[src/sv/acfp_pkg.sv]
// Shared types, constants and the coordinate decoder for the ASCII coordinate frame parser.
// No dependencies; imported by ascii_coordinate_frame_parser_top.
package acfp_pkg;

    // Frame layout: header, mode, x sign, 3 x digits, y sign, 3 y digits, trailer
    localparam int unsigned FRAME_LEN = 11;
    localparam int unsigned CNT_W     = $clog2(FRAME_LEN);

    localparam logic [CNT_W-1:0] IDX_MODE    = CNT_W'(1);
    localparam logic [CNT_W-1:0] IDX_X_SIGN  = CNT_W'(2);
    localparam logic [CNT_W-1:0] IDX_Y_SIGN  = CNT_W'(6);
    localparam logic [CNT_W-1:0] IDX_TRAILER = CNT_W'(FRAME_LEN - 1);

    localparam logic [7:0] HDR_BYTE  = 8'h61;
    localparam logic [7:0] TRL_BYTE  = 8'h62;
    localparam logic [7:0] SIGN_NEG  = 8'h30;
    localparam logic [7:0] MODE_BASE = 8'h30;
    localparam logic [7:0] MODE_TOP  = 8'h34;

    localparam logic signed [15:0] DIGIT_BIAS = 16'sd48;

    // Event codes
    localparam logic [1:0] EV_TAKEN       = 2'd0;
    localparam logic [1:0] EV_BAD_HEADER  = 2'd1;
    localparam logic [1:0] EV_BAD_TRAILER = 2'd2;
    localparam logic [1:0] EV_ACCEPTED    = 2'd3;

    localparam int unsigned NUM_SLOTS = 4;

    typedef logic signed [15:0] t_coord;

    typedef struct packed {
        logic [1:0] event_res;
        logic [2:0] mode;
        t_coord     decoded_x;
        t_coord     decoded_y;
        t_coord [2*NUM_SLOTS-1:0] points;
    } t_result;

    // Sign byte plus three digits, each digit taken as (byte - 48) unchecked.
    // Range before sign is -5328..22977, so 16 bits signed always suffice.
    function automatic t_coord decode_value(input logic [7:0] sign_b,
                                            input logic [7:0] d0,
                                            input logic [7:0] d1,
                                            input logic [7:0] d2);
        t_coord v0;
        t_coord v1;
        t_coord v2;
        t_coord v;
        v0 = $signed({8'h00, d0}) - DIGIT_BIAS;
        v1 = $signed({8'h00, d1}) - DIGIT_BIAS;
        v2 = $signed({8'h00, d2}) - DIGIT_BIAS;
        v  = v0 * 16'sd100 + v1 * 16'sd10 + v2;
        if (sign_b == SIGN_NEG) begin
            v = -v;
        end
        return v;
    endfunction

endpackage

[src/sv/ascii_coordinate_frame_parser_top.sv]
// ASCII coordinate frame parser: byte-wise frame assembly and point store.
// Depends on acfp_pkg (frame constants, event codes, result struct, decoder).
//
// Usage:
//   Input channel carries one received byte per item (i_in_valid, o_in_stall,
//   i_rx_byte). Output channel gives one result item per input item
//   (o_out_valid, i_out_stall, o_* fields): an event code plus a snapshot of
//   mode, last decoded coordinates and all four point slots after that byte.
//   Results are registered in the output stage. Throughput: one item per
//   cycle while o_in_stall is low; the frame state updates in the accept
//   cycle, all decoding is one level of constant multiplies and adds.
//   A two-entry output stage (result register plus skid register) lets a
//   byte be accepted while a result waits; o_in_stall rises only once both
//   entries hold unread results, and it comes straight from a register.
//   Reset (i_rst_n low, synchronous) empties the output stage, clears the
//   byte count, mode, last coordinates and point slots. Frame buffer bytes
//   are not reset; each is written before it is read within a frame.
//   While the receiver stalls, the presented result holds unchanged.
module ascii_coordinate_frame_parser_top (
    input  logic                    i_clk,
    input  logic                    i_rst_n,
    input  logic                    i_in_valid,
    output logic                    o_in_stall,
    input  logic [7:0]              i_rx_byte,
    output logic                    o_out_valid,
    input  logic                    i_out_stall,
    output logic [1:0]              o_event_res,
    output logic [2:0]              o_mode,
    output acfp_pkg::t_coord        o_decoded_x,
    output acfp_pkg::t_coord        o_decoded_y,
    output acfp_pkg::t_coord        o_point1_x,
    output acfp_pkg::t_coord        o_point1_y,
    output acfp_pkg::t_coord        o_point2_x,
    output acfp_pkg::t_coord        o_point2_y,
    output acfp_pkg::t_coord        o_point3_x,
    output acfp_pkg::t_coord        o_point3_y,
    output acfp_pkg::t_coord        o_point4_x,
    output acfp_pkg::t_coord        o_point4_y
);
    import acfp_pkg::*;

    // ---------------- frame state ----------------
    logic [7:0]       r_buf [FRAME_LEN];   // bytes of current frame
    logic [CNT_W-1:0] r_count, n_count;    // bytes held, 0..10
    logic [2:0]       r_mode, n_mode;
    t_coord           r_last_x, n_last_x;
    t_coord           r_last_y, n_last_y;
    t_coord [2*NUM_SLOTS-1:0] r_points, n_points;

    // ---------------- output stage ----------------
    t_result r_out, n_out;
    t_result r_skid, n_skid;
    logic    r_out_valid, n_out_valid;
    logic    r_skid_valid, n_skid_valid;

    logic       in_acc;
    logic       out_free;
    logic [1:0] ev;
    t_result    res;
    logic [7:0] mode_b;
    logic [1:0] slot;

    assign o_in_stall = r_skid_valid;
    assign in_acc     = i_in_valid & ~r_skid_valid;
    assign out_free   = ~r_out_valid | ~i_out_stall;

    // Byte handling: the current byte is used directly where the frame needs
    // it (header at count 0, trailer at count 10); earlier bytes come from r_buf.
    always_comb begin
        n_count  = r_count;
        n_mode   = r_mode;
        n_last_x = r_last_x;
        n_last_y = r_last_y;
        n_points = r_points;
        ev       = EV_TAKEN;
        mode_b   = r_buf[IDX_MODE];
        slot     = 2'd0;

        if (r_count == '0) begin
            if (i_rx_byte != HDR_BYTE) begin
                ev = EV_BAD_HEADER;
            end else begin
                n_count = CNT_W'(1);
            end
        end else if (r_count != IDX_TRAILER) begin
            n_count = r_count + CNT_W'(1);
        end else if (i_rx_byte != TRL_BYTE) begin
            n_count = '0;
            ev      = EV_BAD_TRAILER;
        end else begin
            n_count = '0;
            ev      = EV_ACCEPTED;
            if (mode_b >= MODE_BASE && mode_b <= MODE_TOP) begin
                n_mode = 3'(mode_b - MODE_BASE);
            end
            n_last_x = decode_value(r_buf[IDX_X_SIGN], r_buf[3], r_buf[4], r_buf[5]);
            n_last_y = decode_value(r_buf[IDX_Y_SIGN], r_buf[7], r_buf[8], r_buf[9]);
            if (n_mode >= 3'd1 && n_mode <= 3'd4) begin
                slot = 2'(n_mode - 3'd1);
                n_points[{slot, 1'b0}] = n_last_x;
                n_points[{slot, 1'b1}] = n_last_y;
            end
        end

        res.event_res = ev;
        res.mode      = n_mode;
        res.decoded_x = n_last_x;
        res.decoded_y = n_last_y;
        res.points    = n_points;
    end

    // Two-entry output stage
    always_comb begin
        n_out        = r_out;
        n_skid       = r_skid;
        n_out_valid  = r_out_valid;
        n_skid_valid = r_skid_valid;
        if (out_free) begin
            if (r_skid_valid) begin
                n_out        = r_skid;
                n_out_valid  = 1'b1;
                n_skid_valid = 1'b0;
            end else if (in_acc) begin
                n_out       = res;
                n_out_valid = 1'b1;
            end else begin
                n_out_valid = 1'b0;
            end
        end else if (in_acc) begin
            n_skid       = res;
            n_skid_valid = 1'b1;
        end
    end

    always_ff @(posedge i_clk) begin
        if (!i_rst_n) begin
            r_count      <= '0;
            r_mode       <= '0;
            r_last_x     <= '0;
            r_last_y     <= '0;
            r_points     <= '0;
            r_out_valid  <= 1'b0;
            r_skid_valid <= 1'b0;
        end else begin
            if (in_acc) begin
                r_count  <= n_count;
                r_mode   <= n_mode;
                r_last_x <= n_last_x;
                r_last_y <= n_last_y;
                r_points <= n_points;
            end
            r_out_valid  <= n_out_valid;
            r_skid_valid <= n_skid_valid;
        end
    end

    // Payload registers, no reset
    always_ff @(posedge i_clk) begin
        if (in_acc) begin
            r_buf[r_count] <= i_rx_byte;
        end
        r_out  <= n_out;
        r_skid <= n_skid;
    end

    assign o_out_valid = r_out_valid;
    assign o_event_res = r_out.event_res;
    assign o_mode      = r_out.mode;
    assign o_decoded_x = r_out.decoded_x;
    assign o_decoded_y = r_out.decoded_y;
    assign o_point1_x  = r_out.points[0];
    assign o_point1_y  = r_out.points[1];
    assign o_point2_x  = r_out.points[2];
    assign o_point2_y  = r_out.points[3];
    assign o_point3_x  = r_out.points[4];
    assign o_point3_y  = r_out.points[5];
    assign o_point4_x  = r_out.points[6];
    assign o_point4_y  = r_out.points[7];

endmodule

[config.mk]
export PLATFORM = sky130hd
export DESIGN_NAME = ascii_coordinate_frame_parser_top
export DESIGN_NICKNAME = d
export VERILOG_FILES = /design/src/sv/acfp_pkg.sv /design/src/sv/ascii_coordinate_frame_parser_top.sv
export SDC_FILE = /design/constraint.sdc
export NUM_CORES = 1
export LEC_CHECK = 0
export BUFFER_PORTS_ARGS = -buffer_cell sky130_fd_sc_hd__buf_2
export CAP_MARGIN = 20
export CORE_MARGIN = 1.5
export CORE_UTILIZATION = 35
export CTS_CLUSTER_DIAMETER = 80
export DETAILED_ROUTE_END_ITERATION = 12
export PLACE_DENSITY = 0.59
export SKIP_CTS_REPAIR_TIMING = 1
export SLEW_MARGIN = 20
export SYNTH_ARGS = -nofsm -noshare
export SYNTH_HDL_FRONTEND = slang
export SYNTH_SLANG_ARGS = --single-unit
[constraint.sdc]
create_clock -name i_clk -period 18.85 [get_ports i_clk]
set_input_delay 3.77 -clock i_clk [delete_from_list [all_inputs] [get_ports i_clk]]
set_output_delay 3.77 -clock i_clk [all_outputs]
set_load 0.1 [all_outputs]
[Word-level counts from Yosys, hierarchy flattened]
Memories as Yosys holds them, arrays and structs flattened.
Index checks and enable logic that the tools add are counted.
Operators by class
  add/subtract/negate cells: 15
  multiply operators: 4
  magnitude comparators: 8
  eq/ne operators: 6
  muxes and demuxes: 43
  bitwise gates (word level): 7
  reduce and logical (&&, ||, !) cells: 10
Operators by type and width (number)
  128-bit 2-to-1 mux: 4
  165-bit 2-to-1 mux: 2
  128-bit bitwise mux: 2
  16-bit 2-to-1 mux: 16
  16-bit demux with 2-bit select: 2
  8-bit by 6-bit subtractor with 9-bit output, second input constant: 6
  16-bit by 14-bit adder with 16-bit output: 2
  16-bit by 9-bit adder with 16-bit output: 2
  16-bit negator: 2
  9-bit by 6-bit multiplier with 14-bit output, second input constant: 2
  9-bit by 4-bit multiplier with 13-bit output, second input constant: 2
  3-bit 2-to-1 mux: 7
  8-bit by 6-bit equality test with 1-bit output, second input constant: 2
  8-bit by 7-bit inequality test with 1-bit output, second input constant: 2
  4-bit 2-to-1 mux: 3
  3-bit by 1-bit greater-or-equal comparator with 1-bit output, second input constant: 3
  8-bit by 6-bit greater-or-equal comparator with 1-bit output, second input constant: 1
  8-bit by 6-bit <= comparator with 1-bit output, second input constant: 1
  3-bit by 4-bit < comparator with 1-bit output, second input constant: 2
  2-bit AND reduction: 3
  1-bit 2-to-1 mux: 5
  1-bit inverter: 5
  4-bit by 1-bit adder with 4-bit output, second input constant: 1
  1-bit logical AND: 4
  11 further kinds: 12
Word-level totals
  register bits after elaboration: 499
  bits in writable memories: 88
  bits of input ports: 12
  word-level logic and storage cells: 132
  memories kept: 1
Memory list
  r_buf: words 11, bits a word 8, read ports 9, clocked after memory_dff 0, write ports 1, line ascii_coordinate_frame_parser_top.sv:43  | logic [7:0] r_buf [FRAME_LEN];

[Logic depth before layout (Yosys ltp)]
Gate-level depths: netlist of the first run.
An unclocked memory read counts as a cell.
  word-level depth: 20
  mapped depth: 25
  mapped depth without buffers: 24

[Worst setup path after synthesis of the first run]
No wires, ideal clock.
  path kind: input -> register
  start point: in i_in_valid
  end point: reg r_out, in the netlist o_decoded_x[0], enable pin
  data arrival time: 11.786 ns
  path slack: 6.319 ns
  stages: 2
  buffers on the path: 0
  path through: nor2_1 > a21oi_1
On the way
  word-level cells in the longest chain between the ends: 3
RTL lines
  start, declared: line ascii_coordinate_frame_parser_top.sv:22  | input logic i_in_valid,
  1-bit bitwise AND: line ascii_coordinate_frame_parser_top.sv:64  | assign in_acc = i_in_valid & ~r_skid_valid;
  2-bit nonzero test (no source line)
  2-bit AND reduction (no source line)
  end signal, assigned: line ascii_coordinate_frame_parser_top.sv:162  | r_out <= n_out;
  end, declared: line ascii_coordinate_frame_parser_top.sv:51  | t_result r_out, n_out;
Every way passes these cells.
A chain may end at the register's enable or synchronous reset.

[Worst setup path in the final report of the first run]
  start point: in i_rx_byte[3]
  end point: reg r_points[93] (netlist bit)
On the way
  word-level cells in the longest chain between the ends: 4
RTL lines
  start, declared: line ascii_coordinate_frame_parser_top.sv:24  | input logic [7:0] i_rx_byte,
  8-bit by 7-bit inequality test with 1-bit output: line ascii_coordinate_frame_parser_top.sv:87  | end else if (i_rx_byte != TRL_BYTE) begin
  128-bit 2-to-1 mux: line ascii_coordinate_frame_parser_top.sv:87
  128-bit 2-to-1 mux: line ascii_coordinate_frame_parser_top.sv:85  | end else if (r_count != IDX_TRAILER) begin
  128-bit 2-to-1 mux: line ascii_coordinate_frame_parser_top.sv:79  | if (r_count == '0) begin
  end signal, assigned: line ascii_coordinate_frame_parser_top.sv:150  | r_points <= n_points;
  end, declared: line ascii_coordinate_frame_parser_top.sv:48  | t_coord [2*NUM_SLOTS-1:0] r_points, n_points;
Every way passes these cells.

==> results of run 1 <==
[per-layer routing]
| metal | up-vias | part of all wire, % |
|---|---|---|
| met1 | 9102 | 46 |
| met2 | 566 | 46 |
| met4 | 0 | 2.2 |
| met3 | 84 | 5.7 |
| li1 | 9022 | - |
| met5 | - | 0 |
[per-stage QoR]
step	setup slack (ns)	hold WS [ns]
2_1_floorplan	6.32	0.429
3_3_place_gp	11.31	0.441
3_5_place_dp	11.20	0.447
4_1_cts	11.87	0.455
5_1_grt	11.44	0.468
6_report	11.81	0.454
[power by group through the flow]
stage / clock network, W / registers, W / logic, W
2_1_floorplan: 0 / 0.00157 / 0.0000408
6_report: 0.00118 / 0.00139 / 0.000234
4_1_cts: 0.00120 / 0.00139 / 0.000236
5_1_grt: 0.00125 / 0.00139 / 0.000243
3_3_place_gp: 0 / 0.00141 / 0.000234
3_5_place_dp: 0 / 0.00141 / 0.000235
[logic make-up (layout without fill, tap and decap cells)]
| group | after synthesis | count (layout) |
|---|---|---|
| flops | 571 | 571 |
| compound gates | 506 | 506 |
| buf+inv | 252 | 451 |
| mux | 125 | 125 |
| fa+ha+maj | 160 | 160 |
| simple gates | 775 | 775 |
| xor+xnor | 87 | 87 |
[cell usage in the layout, fill, tap and decap left out, types with 8 or more instances in the layout]
cell type / Yosys / final
nand2_1: 431 / 428
dfxtp_1: 169 / 168
nor2_1: 162 / 160
buf_2: 11 / 179
a31oi_1: 8 / 8
or3_1: 12 / 12
clkbuf_16: 0 / 62
clkbuf_1: 95 / 16
clkinv_2: 0 / 11
nand2b_1: 12 / 12
buf_4: 0 / 21
o211ai_1: 9 / 9
fa_1: 42 / 42
o21ai_0: 170 / 170
a211oi_1: 25 / 25
inv_1: 133 / 133
mux2_2: 113 / 113
nor2b_1: 9 / 8
a21oi_1: 171 / 170
edfxtp_1: 402 / 402
nand3_1: 46 / 46
a21o_1: 14 / 14
o21ai_1: 30 / 30
xnor2_1: 47 / 47
mux2i_1: 12 / 12
nand4_1: 10 / 10
a21oi_2: 11 / 11
nor3_1: 48 / 46
clkbuf_8: 0 / 11
xor2_1: 31 / 31
ha_1: 118 / 118
[layout make-up]
class,instances,area share (%)
clock buffers,89,5.61
repair buffers,202,3.48
flip-flops and latches,571,49.2
well taps,1040,4.14
clock inverters,23,0.729
multi-input cells,1653,35.2
inverters,137,1.66
[worst max-delay path, stage by stage]
cell      delay (ns)
buf_2           0.17
or4b_1          0.55
nor3b_2         0.35
nand4b_1        0.14
buf_4           0.35
nor2_1          0.27
nand2_2         0.60
nor2_1          0.97
nor2_1          0.11
a211oi_1        0.25
[how the worst max path moves through the flow]
stage                            start                         to  slack (ns)  cells after the start
after global routing      i_rx_byte[3]  r_points[43]$_SDFFE_PN0P_       11.44                     10
after floorplan             i_in_valid   o_decoded_x[0]$_DFFE_PP_        6.32                      2
after detailed placement  i_rx_byte[3]  r_points[43]$_SDFFE_PN0P_       11.20                     10
final                     i_rx_byte[3]  r_points[93]$_SDFFE_PN0P_       11.81                     10
after CTS                 i_rx_byte[3]  r_points[43]$_SDFFE_PN0P_       11.87                     10
after global placement    i_rx_byte[3]  r_points[60]$_SDFFE_PN0P_       11.31                     10
==> out/qor.yml, run 1 <==
synthesis:
  synthArstFlopShare_pct: 0
  synth_xor_area_share_pct: 3.13
  synth_top_family_by_area: "simple AND/OR/NAND/NOR gates"
  yosysSeqAreaShare_pct: 56.4
  ys_seq_elements: 571
  synth.most_common_cell: "nand2_1"
  synth_area_um2: 27400
  syn_avg_cell_area_um2: 11.1
  yosysTopAreaCellShare_pct: 44.1
  yosys-top-cells-count: "nand2_1, edfxtp_1, a21oi_1"
  synth_edf_count: 402
  yosys_warnings: 0
  synthSimpleGateAreaFrac_pct: 12.1
  syn-instance-count: 2476
  synth_fp_nets: 2648
  yosysUniqueCellTypes: 85
  synth-adder-area-share_pct: 8.46
  synthTopCellsByArea: "edfxtp_1, dfxtp_1, nand2_1, ha_1, mux2_2"
  synth.area.mux_share_pct: 5.08
  synth_compound_area_share_pct: 11.4
  synth_top_area_cell: "edfxtp_1"
  synth_ff_type: "edfxtp_1"
pwr:
  power.internal_w: 0.00207
  pwr-share-seq_pct: 49.6
  p_sw_share_pct: 26.1
  power_switching_w: 0.000731
  clkPwrFrac_pct: 42.0
  pwr-share-comb_pct: 8.4
  p_leak_nw: 12.1
  cellPowerDensity_nw_per_um2: 89.0
  p_total_w: 0.00280
  peakVddDrop_uv: 75.2
timing:
  fin_tns_setup_ns: 0
  fin_skew_ns: 0.0274
  relSlewSlack_pct: 24.3
  rsz0062_at_grt: "false"
  setup_viol: 0
  fin_crit_sh_pct: 37.3
  hold_violations: 0
  worstMarginPinSlew_ns: 1.13
  finalCriticalPeriod_ns: 7.04
  fmax_mhz: 142
  slew_violations: 0
route:
  vias: 18800
  drt_first_iter_violations: 1503
  wl_per_cell_um: 18.3
  first_pass_iters: 5
  drcViolationCount: 0
  wl_um: 68100
  ant_nets: 0
  avgViaCountPerCell: 5.05
floorplan:
  die_h_um: 283
  core_um2: 77500
  rows: 102
  io_pins: 179
  initial_core_util_pct: 35.4
  die_width_um: 283
  die-area_um2: 80000
clocking:
  clock_latency_ns: 0.65
  clk_pin_slew_worst_paths_ns: 0.06
  h-tree-depth: 2
  cts.sinks: 571
  clockBufferDepth: 3
  cts_tree: "yes"
  ctsRootBufferMaster: "clkbuf_16"
  cts_buffers: 59
global_route:
  first_global_vias: 18300
  grt_use_total_pct: 16.8
  busiest_layer: "met2"
  met2_usage_pct: 27.4
  grt_use_met1_pct: 23.4
  gr-usage-met3_pct: 2.52
  antenna_found_initial: 0
  grt_pass1_wl_um: 105000
  grt_overflow: 0
  grt_max_degree: 166
min_path:
  min_from: "r_last_x[7]$_SDFFE_PN0P_"
  holdPathStages: 2
  holdPathEnd: "r_last_x[7]$_SDFFE_PN0P_"
  hp-class: "flip-flop to flip-flop"
place:
  dpl.hpwl_um: 45700
  placedCellCount: 3603
  dpl-instance-area_um2: 29400
  portBuffers: 178
  gp_congestion: 0.821
worst_setup_path:
  required_ns: 19.38
  reg2reg_depth: 22
  worst_ep_arrival_time_ns: 7.57
  rr_startpoint: "r_buf[7][4]$_DFFE_PP_"
  crit_type: "input pin to flip-flop"
  path_max_fanout: 58
  reg2reg_slack_ns: 11.97
  critPathCaptureType: "flip-flop"
  r2r-end: "o_point4_y[15]$_DFFE_PP_"
  critPathLaunchType: "input pin"
finish:
  seq_area_um2: 15500
  stdcell_area_um2: 31400
  multi_input_area_um2: 11100
  area_growth_pct: 14.7
  finalNonFillerCells: 3715
  final_nets: 2796
  fillers: 7329
  n_antenna_cell: 0
  top_regs: "r_skid (165), r_points (128), r_buf (72)"
  drive_above_1_share_pct: 18.2
  final_core_utilization_pct: 40.6
  largest_reg_flops: 165
  largest-register: "r_skid"
flow_run:
  drv_cap: 0
run_status:
  status: "finished clean"
No activity file was read; power rests on OpenSTA's default activity.
==> inputs of run 2 (changes only) <==
==> constraint.sdc (replaced) <==
create_clock -name i_clk -period 6.9 [get_ports i_clk]
set_input_delay 1.38 -clock i_clk [delete_from_list [all_inputs] [get_ports i_clk]]
set_output_delay 1.38 -clock i_clk [all_outputs]
set_load 0.1 [all_outputs]
==> run 2 against run 1 <==
- via count up 0.13%
- final area down 0.13%
- clock power rose to 2.6 times the previous value
- clock skew up 0.0031 ns
- combinational power rose to 2.8 times the previous value
- sequential power rose to 2.7 times the previous value
- die area unchanged
- critical path type is now flip-flop to flip-flop
- highest routed layer unchanged
==> out/qor.yml, run 2 (synthesis results as in run 1) <==
run_status:
  status: "finished clean"
pwr:
  clkPwrFrac_pct: 40.9
  p_total_w: 0.00750
  p_sw_share_pct: 25.9
  peakVddDrop_uv: 201
  power_switching_w: 0.00195
  pwr-share-comb_pct: 8.6
  pwr-share-seq_pct: 50.4
  cellPowerDensity_nw_per_um2: 239
  power.internal_w: 0.00556
  p_leak_nw: 12.1
finish:
  final_nets: 2803
  seq_area_um2: 15500
  final_cell_mix: "nand2_1, edfxtp_1, buf_2"
  mostFrequentLayoutCell: "nand2_1"
  drive_above_1_share_pct: 18.1
  top_regs: "r_skid (165), r_points (128), r_buf (72)"
  largest-register: "r_skid"
  area_growth_pct: 14.5
  largest_reg_flops: 165
  stdcell_area_um2: 31400
  multi_input_area_um2: 11100
  n_antenna_cell: 0
  fillers: 7369
global_route:
  grt_overflow: 0
  grt_max_degree: 166
  grt_use_total_pct: 16.8
  first_global_vias: 17900
  grt_pass1_wl_um: 104000
  antenna_found_initial: 2
route:
  ant_nets: 0
  drcViolationCount: 0
  drt_first_iter_violations: 1545
  wl_um: 68300
  first_pass_iters: 7
  vias: 18800
  wl_per_cell_um: 18.4
  avgViaCountPerCell: 5.05
min_path:
  holdPathStages: 2
  holdPathEnd: "r_last_y[2]$_SDFFE_PN0P_"
  hp-class: "flip-flop to flip-flop"
  min_from: "r_last_y[2]$_SDFFE_PN0P_"
worst_setup_path:
  critPathCaptureType: "flip-flop"
  cp_cell_sequence: "ha_1 -> xnor2_1 -> fa_1 -> ha_1 -> ha_1 -> a21o_1 -> a21oi_1 -> o21bai_1 -> a21oi_1 -> o21bai_1 -> a21oi_1 -> xnor2_1 -> fa_1 -> ha_1 -> inv_1 -> nor3_1 -> a31oi_1 -> o21ai_0 -> a311oi_2 -> a31oi_2 -> xor2_2 -> a21oi_2 -> mux2_2"
  r2r-end: "o_point4_y[15]$_DFFE_PP_"
  required_ns: 7.28
  crit_top_cell: "ha_1"
  reg2reg_depth: 23
  critPathLaunchType: "flip-flop"
  worst_ep_arrival_time_ns: 6.75
  path_max_fanout: 10
  rr_startpoint: "r_buf[7][4]$_DFFE_PP_"
  crit_type: "flip-flop to flip-flop"
  critical-path-max-stage-delay_ns: 0.56
  reg2reg_slack_ns: 0.52
  cp_slowest_cell: "xor2_2"
timing:
  fmax_mhz: 157
  setup_viol: 0
  fin_tns_setup_ns: 0
  finalCriticalPeriod_ns: 6.38
  worstMarginPinSlew_ns: 1.06
  fin_crit_sh_pct: 92.4
  slew_violations: 0
  fin_skew_ns: 0.0304
  relSlewSlack_pct: 28.7
  hold_violations: 0
  hold_ws_ns: 0.452
  rsz0062_at_grt: "false"
floorplan:
  core_um2: 77500
  die_width_um: 283
  initial_core_util_pct: 35.4
  rows: 102
  die-area_um2: 80000
  die_h_um: 283
  io_pins: 179
flow_run:
  drv_cap: 0
clocking:
  cts_buffers: 59
  cts.sinks: 571
  clk_pin_slew_worst_paths_ns: 0.06
  cts_tree: "yes"
  h-tree-depth: 2
  ctsRootBufferMaster: "clkbuf_16"
  clock_latency_ns: 0.63
  clockBufferDepth: 3
place:
  dpl.hpwl_um: 45000
  portBuffers: 178
  dpl-instance-area_um2: 29500
  gp_congestion: 0.845
run 2: changes by cell type in the layout (fill, tap and decap cells not counted), sizes merged:
cell      change
clkinv       +15
clkbuf       -13
buf           +7
inv           -3
clkinvlp      -3
bufinv        +2
run 2: worst max-delay path, delay by kind of cell, from the launching register on:
kind | cells | cell delay [ns]
AOI/OAI and AO/OA | 11 | 1.93
xor gates and xnor gates | 3 | 1.14
adders and majority gates | 6 | 2.18
buffers and inverters | 1 | 0.12
DFF | 1 | 0.44
muxes | 1 | 0.29
and+or+nand+nor | 1 | 0.06
run 2: final cells by class:
type / count / share of cell area [%]
sequential: 571 / 49.3
multi-input combinational: 1653 / 35.3
clock buffer: 76 / 5.04
tap: 1040 / 4.15
timing repair buffer: 209 / 3.65
inverter: 137 / 1.66
clock inverter: 34 / 0.929
run 2: worst max-delay path by stage:
stage | from | end | slack, ns | cells past startpoint
3_5_place_dp | r_buf[7][4]$_DFFE_PP_ | o_point4_y[15]$_DFFE_PP_ | 0.52 | 23
6_report | r_buf[7][4]$_DFFE_PP_ | o_point4_y[15]$_DFFE_PP_ | 0.52 | 23
2_1_floorplan | i_in_valid | r_skid[0]$_DFFE_PP_ | 0.12 | 4
5_1_grt | r_buf[3][4]$_DFFE_PP_ | o_point4_x[14]$_DFFE_PP_ | 0.05 | 21
4_1_cts | r_buf[7][4]$_DFFE_PP_ | o_point4_y[15]$_DFFE_PP_ | 0.53 | 23
3_3_place_gp | r_buf[7][4]$_DFFE_PP_ | o_point4_y[15]$_DFFE_PP_ | 0.59 | 23
run 2: per-stage QoR:
step	setup WS [ns]	utilization, %	cells
final	0.525	40.5	3720
after global routing	0.0535	40.5	3720
after CTS	0.530	40.5	3719
after detailed placement	0.521	38.1	3609
after global placement	0.595	38.0	3609
after floorplan	0.119	-	2476
run 2: power by group through the flow:
stage	registers, W	clock network (W)	logic [W]
2_1_floorplan	0.00427	0	0.000112
3_3_place_gp	0.00386	0	0.000648
3_5_place_dp	0.00386	0	0.000653
4_1_cts	0.00378	0.00315	0.000653
5_1_grt	0.00379	0.00330	0.000674
6_report	0.00378	0.00307	0.000647
run 2: routing by layer:
layer / routed length [um] / vias up / global-route usage (%)
li1: - / 9049 / -
met5: 0 / - / 0
met3: 4290 / 88 / 2.52
met4: 1480 / 0 / 4.36
met2: 32000 / 554 / 27.7
met1: 30600 / 9107 / 23.2
